**src/rtl/vna_pkg.sv**
```systemverilog
// Shared types, codes and constants for the vertex normal accumulator.
// Used by every module of the block; depends on nothing.
`default_nettype none

package vna_pkg;

   // Parameter defaults
   localparam int MAX_VERTICES_DEF = 1024;
   localparam int COORD_BITS_DEF   = 24;
   localparam int ACC_BITS_DEF     = 56;

   // Fixed field widths
   localparam int OPCODE_W = 2;
   localparam int INDEX_W  = 10;
   localparam int COUNT_W  = 11;
   localparam int NORMAL_W = 16;
   localparam int STATUS_W = 2;

   // Normalization datapath
   localparam int NORM_TOP = 29;                  // top bit of the largest magnitude
   localparam int MAG_W    = NORM_TOP + 1;
   localparam int SUM_W    = 64;                  // sum of squares, square root work
   localparam int LEN_W    = MAG_W + 1;           // vector length
   localparam int FRAC_W   = 15;                  // Q1.15 result
   localparam int QUO_W    = FRAC_W + 2;          // quotient bits, holds 2^15
   localparam int NUM_W    = MAG_W + FRAC_W + 1;  // dividend with rounding term
   localparam int QMAX     = (1 << FRAC_W) - 1;

   // Opcodes
   localparam logic [OPCODE_W-1:0] OP_LOAD = 2'd0;
   localparam logic [OPCODE_W-1:0] OP_TRI  = 2'd1;
   localparam logic [OPCODE_W-1:0] OP_READ = 2'd2;
   localparam logic [OPCODE_W-1:0] OP_NONE = 2'd3;

   // Result status codes
   localparam logic [STATUS_W-1:0] STATUS_OK    = 2'd0;
   localparam logic [STATUS_W-1:0] STATUS_ZERO  = 2'd1;
   localparam logic [STATUS_W-1:0] STATUS_RANGE = 2'd2;

   typedef enum logic [1:0] {
      CMD_LOAD,
      CMD_TRI,
      CMD_READ,
      CMD_ERR
   } cmd_kind_type;

   // Classified item between front and back
   typedef struct packed {
      cmd_kind_type         kind;
      logic [INDEX_W-1:0]   index_a;
      logic [INDEX_W-1:0]   index_b;
      logic [INDEX_W-1:0]   index_c;
   } cmd_type;

   typedef struct packed {
      logic [INDEX_W-1:0]         vertex_index;
      logic signed [NORMAL_W-1:0] normal_x;
      logic signed [NORMAL_W-1:0] normal_y;
      logic signed [NORMAL_W-1:0] normal_z;
      logic [STATUS_W-1:0]        status;
   } rsp_type;

   typedef struct packed {
      logic signed [NORMAL_W-1:0] normal_x;
      logic signed [NORMAL_W-1:0] normal_y;
      logic signed [NORMAL_W-1:0] normal_z;
      logic                       zero;
   } norm_result_type;

   typedef enum logic [3:0] {
      ST_CLEAR,
      ST_IDLE,
      ST_LOAD,
      ST_ERR,
      ST_TRI_V0,
      ST_TRI_V1,
      ST_TRI_V2,
      ST_TRI_V3,
      ST_MUL,
      ST_CROSS,
      ST_ACC_RD,
      ST_ACC_WR,
      ST_READ_RD,
      ST_READ_GO,
      ST_READ_WAIT,
      ST_PUSH
   } back_state_type;

   typedef enum logic [2:0] {
      N_IDLE,
      N_SHIFT,
      N_SQUARE,
      N_SQRT,
      N_DIV_INIT,
      N_DIV_STEP,
      N_DIV_END,
      N_DONE
   } norm_state_type;

endpackage

`default_nettype wire

```
**src/rtl/vna_front.sv**
```systemverilog
// Front end: vertex_count register, index checks, item classification and
// a two-entry command queue to the back end. Depends on vna_pkg.
`default_nettype none

module vna_front #(
   parameter int MAX_VERTICES = vna_pkg::MAX_VERTICES_DEF,
   parameter int COORD_BITS   = vna_pkg::COORD_BITS_DEF
) (
   input  wire logic                           clock,
   input  wire logic                           reset,
   input  wire logic                           push,
   output logic                                full,
   input  wire logic [vna_pkg::OPCODE_W-1:0]   req_opcode,
   input  wire logic [vna_pkg::INDEX_W-1:0]    req_index_a,
   input  wire logic [vna_pkg::INDEX_W-1:0]    req_index_b,
   input  wire logic [vna_pkg::INDEX_W-1:0]    req_index_c,
   input  wire logic signed [COORD_BITS-1:0]   req_coord_x,
   input  wire logic signed [COORD_BITS-1:0]   req_coord_y,
   input  wire logic signed [COORD_BITS-1:0]   req_coord_z,
   input  wire logic                           csr_wr_en,
   input  wire logic [vna_pkg::COUNT_W-1:0]    csr_wr_data,
   input  wire logic                           clear_busy,
   output logic                                cmd_valid,
   output vna_pkg::cmd_type                    cmd,
   output logic [3*COORD_BITS-1:0]             cmd_coords,
   input  wire logic                           cmd_pop
);
   import vna_pkg::*;

   logic [COUNT_W-1:0]      vcount_ff;
   logic                    ia_ok, ib_ok, ic_ok;
   logic                    accept, enq;
   cmd_type                 cmd_in;
   cmd_type                 cmd_q_ff [2];
   logic [3*COORD_BITS-1:0] crd_q_ff [2];
   logic [1:0]              count_ff, count_in;
   logic                    wr_ff, rd_ff;

   // Configuration register
   always_ff @(posedge clock) begin
      if (reset) begin
         vcount_ff <= '0;
      end else if (csr_wr_en) begin
         vcount_ff <= csr_wr_data;
      end
   end

   // Index checks against vertex_count and the store depth
   always_comb begin
      ia_ok = (32'(req_index_a) < 32'(vcount_ff)) && (32'(req_index_a) < MAX_VERTICES);
      ib_ok = (32'(req_index_b) < 32'(vcount_ff)) && (32'(req_index_b) < MAX_VERTICES);
      ic_ok = (32'(req_index_c) < 32'(vcount_ff)) && (32'(req_index_c) < MAX_VERTICES);
   end

   // Classification; the unused opcode is taken and dropped
   always_comb begin
      cmd_in.index_a = req_index_a;
      cmd_in.index_b = req_index_b;
      cmd_in.index_c = req_index_c;
      unique case (req_opcode)
         OP_LOAD: cmd_in.kind = ia_ok ? CMD_LOAD : CMD_ERR;
         OP_TRI:  cmd_in.kind = (ia_ok && ib_ok && ic_ok) ? CMD_TRI : CMD_ERR;
         OP_READ: cmd_in.kind = ia_ok ? CMD_READ : CMD_ERR;
         default: cmd_in.kind = CMD_ERR;
      endcase
   end

   assign full   = (count_ff == 2'd2) || clear_busy;
   assign accept = push && !full;
   assign enq    = accept && (req_opcode != OP_NONE);

   // Command queue
   assign cmd_valid  = (count_ff != 2'd0);
   assign cmd        = cmd_q_ff[rd_ff];
   assign cmd_coords = crd_q_ff[rd_ff];

   always_comb begin
      count_in = count_ff + {1'b0, enq} - {1'b0, cmd_pop};
   end

   always_ff @(posedge clock) begin
      if (reset) begin
         count_ff <= '0;
         wr_ff    <= 1'b0;
         rd_ff    <= 1'b0;
      end else begin
         count_ff <= count_in;
         if (enq) begin
            wr_ff <= !wr_ff;
         end
         if (cmd_pop) begin
            rd_ff <= !rd_ff;
         end
      end
   end

   always_ff @(posedge clock) begin
      if (enq) begin
         cmd_q_ff[wr_ff] <= cmd_in;
         crd_q_ff[wr_ff] <= {req_coord_x, req_coord_y, req_coord_z};
      end
   end

endmodule

`default_nettype wire

```
**config.mk**
```make
export PLATFORM = sky130hd
export DESIGN_NAME = vna_front
export DESIGN_NICKNAME = d
export VERILOG_FILES = /design/src/rtl/vna_pkg.sv /design/src/rtl/vna_front.sv
export SDC_FILE = /design/constraint.sdc
export NUM_CORES = 1
export LEC_CHECK = 0
export BUFFER_PORTS_ARGS = -buffer_cell sky130_fd_sc_hd__buf_2
export CAP_MARGIN = 20
export CORE_MARGIN = 1.5
export CORE_UTILIZATION = 53
export CTS_CLUSTER_DIAMETER = 40
export DETAILED_ROUTE_END_ITERATION = 7
export GPL_ROUTABILITY_DRIVEN = 1
export HOLD_SLACK_MARGIN = 0.03
export PLACE_DENSITY = 0.89
export SLEW_MARGIN = 5
export SYNTH_ARGS = -nofsm -noshare
export SYNTH_HDL_FRONTEND = slang
export SYNTH_SLANG_ARGS = --single-unit
```
**constraint.sdc**
```tcl
create_clock -name clock -period 8.2 [get_ports clock]
set_input_delay 1.23 -clock clock [delete_from_list [all_inputs] [get_ports clock]]
set_output_delay 1.23 -clock clock [all_outputs]
set_load 0.02 [all_outputs]
```
==> results of run 1 <==
[flip-flops by register name, summed over array words and instances (netlist names), named ones only]
| name | cells |
|---|---|
| count_ff | 2 |
| cmd_q_ff | 64 |
| rd_ff | 1 |
| wr_ff | 1 |
| vcount_ff | 11 |
| crd_q_ff | 144 |
[worst min-delay path, cell delays in order, from the launching register on]
cell and delay [ns]:
dfxtp_1 0.33, mux2i_1 0.07, nor2_1 0.07
[per-stage QoR]
step	hold slack (ns)	worst slack [ns]
3_3_place_gp	0.4768	4.686
5_1_grt	0.5307	4.223
3_5_place_dp	0.4899	4.585
2_1_floorplan	0.4604	1.434
4_1_cts	0.5033	4.330
6_report	0.5042	4.379
[kinds of logic (layout without fill, tap and decap cells)]
group,count (synthesis),after routing,share of synthesized area
xor gates and xnor gates,4,4,0.003985
and+or+nand+nor,42,42,0.02604
buffers and inverters,27,290,0.01836
DFF,224,224,0.7468
AOI/OAI and AO/OA,25,25,0.01779
adders and majority gates,29,29,0.04127
muxes,115,115,0.1457
[area by class of cell]
class | count | area share
tap | 216 | 0.02463
multi-input combinational | 215 | 0.1890
timing repair buffer | 230 | 0.1058
inverter | 13 | 0.004446
sequential | 224 | 0.5987
clock buffer | 30 | 0.06259
clock inverter | 17 | 0.01482
[metal layers]
metal	up-vias	global-route usage	part of all wire
li1	2300	-	-
met1	2385	0.2355	0.39
met2	220	0.3538	0.51
met3	36	0.04114	0.068
met4	2	0.06790	0.025
met5	-	0	0.00070
[worst paths after layout]
| check | cells after the start | start | slack, ns | endpoint |
|---|---|---|---|---|
| worst max-delay path | 3 | register | 4.38 | cmd_coords[8] |
| worst min-delay path | 2 | vcount_ff[3] | 0.50 | vcount_ff[3] |
| worst min register to register | 2 | vcount_ff[3] | 0.50 | vcount_ff[3] |
| worst max register to register | 6 | count_ff[0] | 5.52 | cmd_q_ff[0][20] |
[cells in the final DEF (no fill, tap or decap), types with 2 or more instances in the layout]
master     netlist  final
a21oi_1         12     12
inv_1           13     13
edfxtp_1       208    208
nor2b_1          3      2
buf_2            6    226
xnor2_1          3      3
mux2_2         104    104
nand3_1          4      4
nand2_1          7      7
nand2b_1         3      3
clkinv_2         0      2
buf_4            0      4
bufinv_16        0      2
clkbuf_16        0     27
mux2i_1         11     11
clkinv_4         0      2
inv_6            0      3
clkbuf_1         1      3
dfxtp_1         16     15
o21ai_0          4      4
nor2_1          17     17
clkinv_1         0      5
a21o_1           3      3
inv_8            0      2
nand4b_1         2      2
ha_1            29     29
[where the power goes]
group	switching (mW)	internal [mW]
logic	0.188	0.134
clock network	0.436	0.671
registers	0.0234	1.31
total	0.647	2.11
==> flow_metrics.py, run 1 <==
metrics = {
    "yosys": {
        "synth-seq-area-share": 0.7468,
        "ys_ff_latch": 224,
        "synth_largest_area_cell": "edfxtp_1",
        "synth_edf_count": 208,
        "synthArstFlopShare": 0,
        "yosysUniqueCellTypes": 32,
        "yosysWarningCount": 0,
        "netlist_area_um2": 8792,
        "yosysMostFrequentCell": "edfxtp_1",
        "synth.area.top_cells": "edfxtp_1 (71%), mux2_2 (13%), ha_1 (4.1%)",
        "synth_nets": 616,
        "synth.avg_cell_area_um2": 18.87,
        "ys.flop_type": "edfxtp_1",
        "ys_top_cells_by_count": "edfxtp_1 (208), mux2_2 (104), ha_1 (29)",
        "post-synth-top-area-fraction": 0.7104,
        "syn_inst": 466,
    },
    "timing": {
        "setup_violations": 0,
        "finalHoldViolCount": 0,
        "fin_skew_ns": 0.01075,
        "fmax_mhz": 261.7,
        "slew_headroom": 0.5047,
        "layout_worst_path_cycle_share": 0.4660,
        "worst_pin_slew_ns": 0.7430,
        "setup_tns_ns": 0,
        "rsz0062_at_grt": "no",
        "fin_crit_ns": 3.821,
        "maxSlewViolCount": 0,
    },
    "clock_tree": {
        "htree_num_levels": 1,
        "cts-resized-gates": 0,
        "cts_buffers": 26,
        "clock-sinks": 224,
        "clock_latency_ns": 0.50,
        "cts_tree": "done",
        "cts_hold_buf": 0,
        "clkTransAtPathRegs_ns": 0.06,
        "postCtsSetupRepairBufs": 0,
        "clockBufferDepth": 3,
        "cts-root-buf": "clkbuf_16",
    },
    "die": {
        "die_h_um": 131.8,
        "ios": 227,
        "die_area_um2": 17370,
        "core_um2": 16060,
        "die_w_um": 131.8,
        "rows": 46,
        "initial_core_util": 0.5475,
    },
    "placed_design": {
        "placed_cells": 898,
        "finalWeightedCongestion": 0.9138,
        "io_buffers": 226,
        "place_hpwl_mm": 11.77,
        "placed_area_um2": 10120,
    },
    "layout": {
        "multi_input_area_um2": 2074,
        "n_fill_cell": 1053,
        "n_antenna_cell": 0,
        "fin_util": 0.6834,
        "area_growth_pct": 24.82,
        "finalInstanceArea_um2": 10970,
        "final_nets": 860,
        "seqCellArea_um2": 6570,
        "finalNonFillerCells": 945,
        "drive_gt1_frac": 0.5213,
    },
    "run": {
        "drv_cap": 0,
    },
    "global_route": {
        "grt_pass1_vias": 5289,
        "grt_max_degree": 56,
        "overflow": 0,
        "antenna_found_initial": 1,
        "grt_pass1_wl_mm": 26.97,
        "grt_use_total": 0.1966,
    },
    "route": {
        "vias": 4943,
        "initialDrtViolationCount": 293,
        "totalWireLength_mm": 17.23,
        "wl_per_cell_um": 18.23,
        "first_pass_iters": 4,
        "viasPerCell": 5.231,
        "ant_nets": 0,
        "drc": 0,
    },
    "pwr": {
        "leakage_nw": 4.211,
        "p_per_area_nw_per_um2": 251.4,
        "peakVddDrop_mv": 0.1456,
        "p_total_mw": 2.758,
    },
    "critical_path": {
        "crit_path_max_incr_delay_ns": 0.78,
        "crit_buf_inv": 2,
        "cp_top_family": "buffers and inverters",
        "worstPathCellList": "buf_4 -> mux2_2 -> buf_2",
        "arrival_ns": 2.59,
        "crit_slowest_cell": "dfxtp_4",
        "critPathKind": "register to output pin",
        "required_ns": 6.97,
        "crit_fanout": 53,
        "startpoint_type": "register",
        "end_kind": "output pin",
    },
    "min_path": {
        "hold_path.class": "register to register",
    },
    "status": {
        "status": "complete, no violations",
    },
}
No activity file was read; power rests on OpenSTA's default activity.
==> run 2: changes to the inputs <==
==> constraint.sdc (replaced) <==
create_clock -name clock -period 3.65 [get_ports clock]
set_input_delay 0.5475 -clock clock [delete_from_list [all_inputs] [get_ports clock]]
set_output_delay 0.5475 -clock clock [all_outputs]
set_load 0.02 [all_outputs]
==> flow_metrics.py, run 2 (synthesis gave the netlist of run 1 again) <==
metrics = {
    "timing": {
        "layout_worst_path_cycle_share": 0.7819,
        "slew_headroom": 0.5155,
        "setup_slack_ns": 0.7960,
        "rsz0062_at_grt": "no",
        "fin_skew_ns": 0.009619,
        "fmax_mhz": 350.4,
        "fin_crit_ns": 2.854,
        "finalHoldViolCount": 0,
        "maxSlewViolCount": 0,
        "whs_ns": 0.2212,
        "worst_pin_slew_ns": 0.7268,
        "setup_tns_ns": 0,
        "setup_violations": 0,
    },
    "critical_path": {
        "required_ns": 3.10,
        "arrival_ns": 2.31,
        "reg2reg_slack_ns": 1.55,
        "end_kind": "output pin",
        "crit_fanout": 53,
        "r2r-start": "count_ff[0]",
        "critPathKind": "register to output pin",
        "crit_slowest_cell": "dfxtp_4",
        "worstPathCellList": "buf_12 -> mux2_2 -> buf_2",
        "crit_path_max_incr_delay_ns": 0.80,
        "reg2regPathDepth": 5,
        "startpoint_type": "register",
        "rr_endpoint": "crd_q_ff[1][34]",
    },
    "clock_tree": {
        "clock-sinks": 224,
        "cts_hold_buf": 0,
        "clkTransAtPathRegs_ns": 0.06,
        "cts_buffers": 28,
        "cts_tree": "done",
        "cts-resized-gates": 0,
        "cts-root-buf": "clkbuf_16",
        "postCtsSetupRepairBufs": 0,
        "clockBufferDepth": 3,
        "htree_num_levels": 1,
        "clock_latency_ns": 0.52,
    },
    "global_route": {
        "grt_use_total": 0.2062,
        "grt_pass1_vias": 5401,
        "overflow": 0,
        "grt_max_degree": 56,
        "antenna_found_initial": 0,
        "grt_pass1_wl_mm": 28.06,
    },
    "placed_design": {
        "io_buffers": 226,
        "place_hpwl_mm": 12.55,
        "dp_slack_ns": 1.278,
        "finalWeightedCongestion": 0.7861,
    },
    "route": {
        "vias": 5043,
        "wl_per_cell_um": 19.05,
        "first_pass_iters": 4,
        "initialDrtViolationCount": 233,
        "totalWireLength_mm": 18.12,
        "drc": 0,
        "viasPerCell": 5.303,
        "ant_nets": 0,
    },
    "layout": {
        "n_antenna_cell": 0,
        "largest_registers": "crd_q_ff x144, cmd_q_ff x64, vcount_ff x11",
        "largest_reg_flops": 144,
        "drive_gt1_frac": 0.5320,
        "area_growth_pct": 26.67,
        "final_common_cell": "buf_2",
        "n_fill_cell": 1037,
        "seqCellArea_um2": 6570,
        "mostFrequentLayoutCells": "buf_2 (226), edfxtp_1 (208), mux2_2 (104)",
        "multi_input_area_um2": 2074,
        "largest_register": "crd_q_ff",
        "final_nets": 863,
    },
    "die": {
        "die_h_um": 131.8,
        "ios": 227,
        "rows": 46,
        "core_um2": 16060,
        "die_w_um": 131.8,
        "initial_core_util": 0.5475,
        "die_area_um2": 17370,
    },
    "pwr": {
        "leakage_nw": 4.271,
        "p_sw_mw": 1.554,
        "switching_share": 0.2394,
        "p_per_area_nw_per_um2": 582.7,
        "seq_power_share": 0.461,
        "p_comb_frac": 0.111,
        "p_clk_frac": 0.428,
        "intPower_mw": 4.936,
        "p_total_mw": 6.490,
        "peakVddDrop_mv": 0.3431,
    },
    "min_path": {
        "min_from": "req_coord_x[7]",
        "min_to": "crd_q_ff[1][55]",
        "holdPathStages": 1,
        "hold_path.class": "input port to register",
    },
    "run": {
        "drv_cap": 0,
    },
    "status": {
        "status": "complete, no violations",
    },
}
-- run 2: how the worst max path moves through the flow --
stage	endpoint	slack, ns
2_1_floorplan	cmd_q_ff[0][0]	0.70
3_3_place_gp	crd_q_ff[1][37]	1.35
3_5_place_dp	crd_q_ff[1][37]	1.28
4_1_cts	cmd[31]	0.79
5_1_grt	cmd[31]	0.69
6_report	cmd[31]	0.80
-- run 2: area by class of cell --
class | instances | share of cell area
Clock buffer | 30 | 0.06550
Clock inverter | 22 | 0.02247
Inverter | 13 | 0.004382
Multi-Input combinational cell | 215 | 0.1863
Sequential cell | 224 | 0.5899
Tap cell | 216 | 0.02427
Timing Repair Buffer | 231 | 0.1072
-- run 2: power by group through the flow --
stage | clock network (mW) | registers (mW) | logic, mW
5_1_grt | 2.94 | 3.00 | 0.774
3_3_place_gp | 0 | 3.03 | 0.694
4_1_cts | 2.82 | 2.99 | 0.729
6_report | 2.78 | 2.99 | 0.722
2_1_floorplan | 0 | 3.01 | 0.488
3_5_place_dp | 0 | 3.04 | 0.722
-- run 2: routing by layer --
metal  track usage  up-vias  share of wire
li1              -     2304              -
met5             0        -              0
met2        0.3769      212           0.52
met1        0.2445     2496           0.39
met4       0.05494        0          0.020
met3       0.04883       31          0.066
-- run 2: critical path, delay by kind of cell, from the launching register on --
kind,cells,cell delay [ns]
buf+inv,2,0.52
flops,1,0.80
mux,1,0.40
-- run 2: metrics by stage --
| step | area [um2] | cells | utilization |
|---|---|---|---|
| floorplan | 8801 | 466 | - |
| global placement | 10160 | 899 | 0.6325 |
| detailed placement | 10160 | 899 | 0.6325 |
| CTS | 11140 | 951 | 0.6935 |
| global route | 11140 | 951 | 0.6935 |
| finish | 11140 | 951 | 0.6935 |
==> run 3: changes to the inputs <==
--- a/config.mk
+++ b/config.mk
@@ -8,12 +8,12 @@
 export BUFFER_PORTS_ARGS = -buffer_cell sky130_fd_sc_hd__buf_2
 export CAP_MARGIN = 20
 export CORE_MARGIN = 1.5
-export CORE_UTILIZATION = 53
+export CORE_UTILIZATION = 48
 export CTS_CLUSTER_DIAMETER = 40
 export DETAILED_ROUTE_END_ITERATION = 7
 export GPL_ROUTABILITY_DRIVEN = 1
 export HOLD_SLACK_MARGIN = 0.03
-export PLACE_DENSITY = 0.89
+export PLACE_DENSITY = 0.85
 export SLEW_MARGIN = 5
 export SYNTH_ARGS = -nofsm -noshare
 export SYNTH_HDL_FRONTEND = slang
==> constraint.sdc (replaced) <==
create_clock -name clock -period 2.4 [get_ports clock]
set_input_delay 0.36 -clock clock [delete_from_list [all_inputs] [get_ports clock]]
set_output_delay 0.36 -clock clock [all_outputs]
set_load 0.02 [all_outputs]
==> flow_metrics.py, run 3 (synthesis gave the netlist of run 1 again) <==
metrics = {
    "status": {
        "status": "complete, no violations",
    },
    "timing": {
        "worst_pin_slew_ns": 0.5607,
        "layout_worst_path_cycle_share": 0.9087,
        "fmax_mhz": 458.6,
        "fin_crit_ns": 2.181,
        "setup_slack_ns": 0.2192,
        "rsz0062_at_grt": "no",
        "finalHoldViolCount": 0,
        "maxSlewViolCount": 0,
        "fin_skew_ns": 0.008351,
        "setup_tns_ns": 0,
        "slew_headroom": 0.6262,
        "setup_violations": 0,
    },
    "route": {
        "initialDrtViolationCount": 270,
        "wl_per_cell_um": 18.30,
        "viasPerCell": 5.102,
        "drc": 0,
        "ant_nets": 0,
        "first_pass_iters": 6,
        "totalWireLength_mm": 19.46,
        "vias": 5423,
    },
    "clock_tree": {
        "cts_tree": "done",
        "clock_latency_ns": 0.55,
        "cts_buffers": 31,
        "clock-sinks": 224,
        "clockBufferDepth": 3,
        "cts-resized-gates": 0,
        "clkTransAtPathRegs_ns": 0.06,
        "postCtsSetupRepairBufs": 0,
        "cts_hold_buf": 91,
        "htree_num_levels": 1,
        "cts-root-buf": "clkbuf_16",
    },
    "placed_design": {
        "placed_cells": 913,
        "finalWeightedCongestion": 0.7902,
        "io_buffers": 226,
        "dp_slack_ns": 0.5082,
        "place_hpwl_mm": 11.80,
    },
    "critical_path": {
        "crit_path_max_incr_delay_ns": 0.39,
        "crit_fanout": 57,
        "r2r-start": "vcount_ff[4]",
        "reg2reg_slack_ns": 0.55,
        "arrival_ns": 1.82,
        "reg2regPathDepth": 6,
        "worstPathCellList": "buf_12 -> mux2_2 -> buf_2",
        "end_kind": "output pin",
        "startpoint_type": "register",
        "cp_top_family": "buffers and inverters",
        "rr_endpoint": "cmd_q_ff[1][31]",
        "crit_slowest_cell": "mux2_2",
        "crit_buf_inv": 2,
        "required_ns": 2.04,
        "critPathKind": "register to output pin",
    },
    "layout": {
        "largest_reg_flops": 144,
        "n_fill_cell": 1191,
        "largest_register": "crd_q_ff",
        "largest_registers": "crd_q_ff x144, cmd_q_ff x64, vcount_ff x11",
        "drive_gt1_frac": 0.4772,
        "area_growth_pct": 38.81,
        "final_common_cell": "buf_2",
        "fin_util": 0.6794,
        "n_antenna_cell": 0,
        "final_nets": 959,
        "finalNonFillerCells": 1063,
        "mostFrequentLayoutCells": "buf_2 (226), edfxtp_1 (208), mux2_2 (104)",
    },
    "global_route": {
        "grt_pass1_vias": 6022,
        "antenna_found_initial": 0,
        "grt_max_degree": 67,
        "grt_use_total": 0.2025,
        "overflow": 0,
        "grt_pass1_wl_mm": 30.78,
    },
    "pwr": {
        "leakage_nw": 4.718,
        "p_per_area_nw_per_um2": 851.0,
        "peakVddDrop_mv": 0.7249,
    },
    "min_path": {
        "holdPathStages": 1,
        "min_to": "cmd_q_ff[0][4]",
        "hold_path.class": "input port to register",
        "min_from": "req_index_c[4]",
    },
    "die": {
        "initial_core_util": 0.4894,
        "core_um2": 17960,
        "die_w_um": 138.3,
        "die_area_um2": 19140,
        "die_h_um": 138.3,
        "rows": 49,
        "ios": 227,
    },
    "run": {
        "drv_cap": 0,
    },
}
## run 3: cell types whose count changed in the layout (fill, tap and decap cells not counted), sizes merged
| cell | delta |
|---|---|
| clkinv | -3 |
| clkbuf | +9 |
| dlygate4sd3 | +92 |
| clkinvlp | -2 |
| buf | +1 |
| inv | +2 |
## run 3: per-layer routing
layer / global-route usage / up-vias / share of wire
met4: 0.07645 / 0 / 0.029
met3: 0.04572 / 52 / 0.058
li1: - / 2504 / -
met1: 0.2428 / 2658 / 0.41
met5: 0 / - / 0
met2: 0.3569 / 209 / 0.51
## run 3: per-stage QoR
stage | hold WS (ns) | instance area [um2] | power, mW
floorplan | 0.4316 | 8810 | 5.326
global placement | 0.4747 | 10210 | 5.707
detailed placement | 0.4888 | 10210 | 5.743
CTS | 0.03024 | 12190 | 10.45
global route | 0.03286 | 12200 | 10.74
finish | 0.04151 | 12200 | 10.39
## run 3: worst max-delay path by stage
stage,startpoint,to,slack (ns),depth (start not counted)
2_1_floorplan,count_ff[0],cmd_q_ff[0][0],-0.29,4
3_3_place_gp,req_index_b[6],cmd_q_ff[0][31],0.52,6
3_5_place_dp,req_index_b[6],cmd_q_ff[1][31],0.51,6
4_1_cts,register,cmd[30],0.20,3
5_1_grt,register,cmd[31],0.16,3
6_report,register,cmd[28],0.22,3
## run 3: power by group
group	switching (mW)	internal, mW	total (mW)
Sequential	0.0524	4.46	4.51
Clock	1.75	2.84	4.60
Combinational	0.704	0.571	1.28
## run 3: cell type report
cell class	instances	area, um2	area share
clock buffer	39	835.8	0.06848
multi-input combinational	215	2083	0.1707
timing repair buffer	324	2147	0.1759
clock inverter	19	232.7	0.01907
inverter	13	48.80	0.003998
tap	229	286.5	0.02348
sequential	224	6570	0.5383
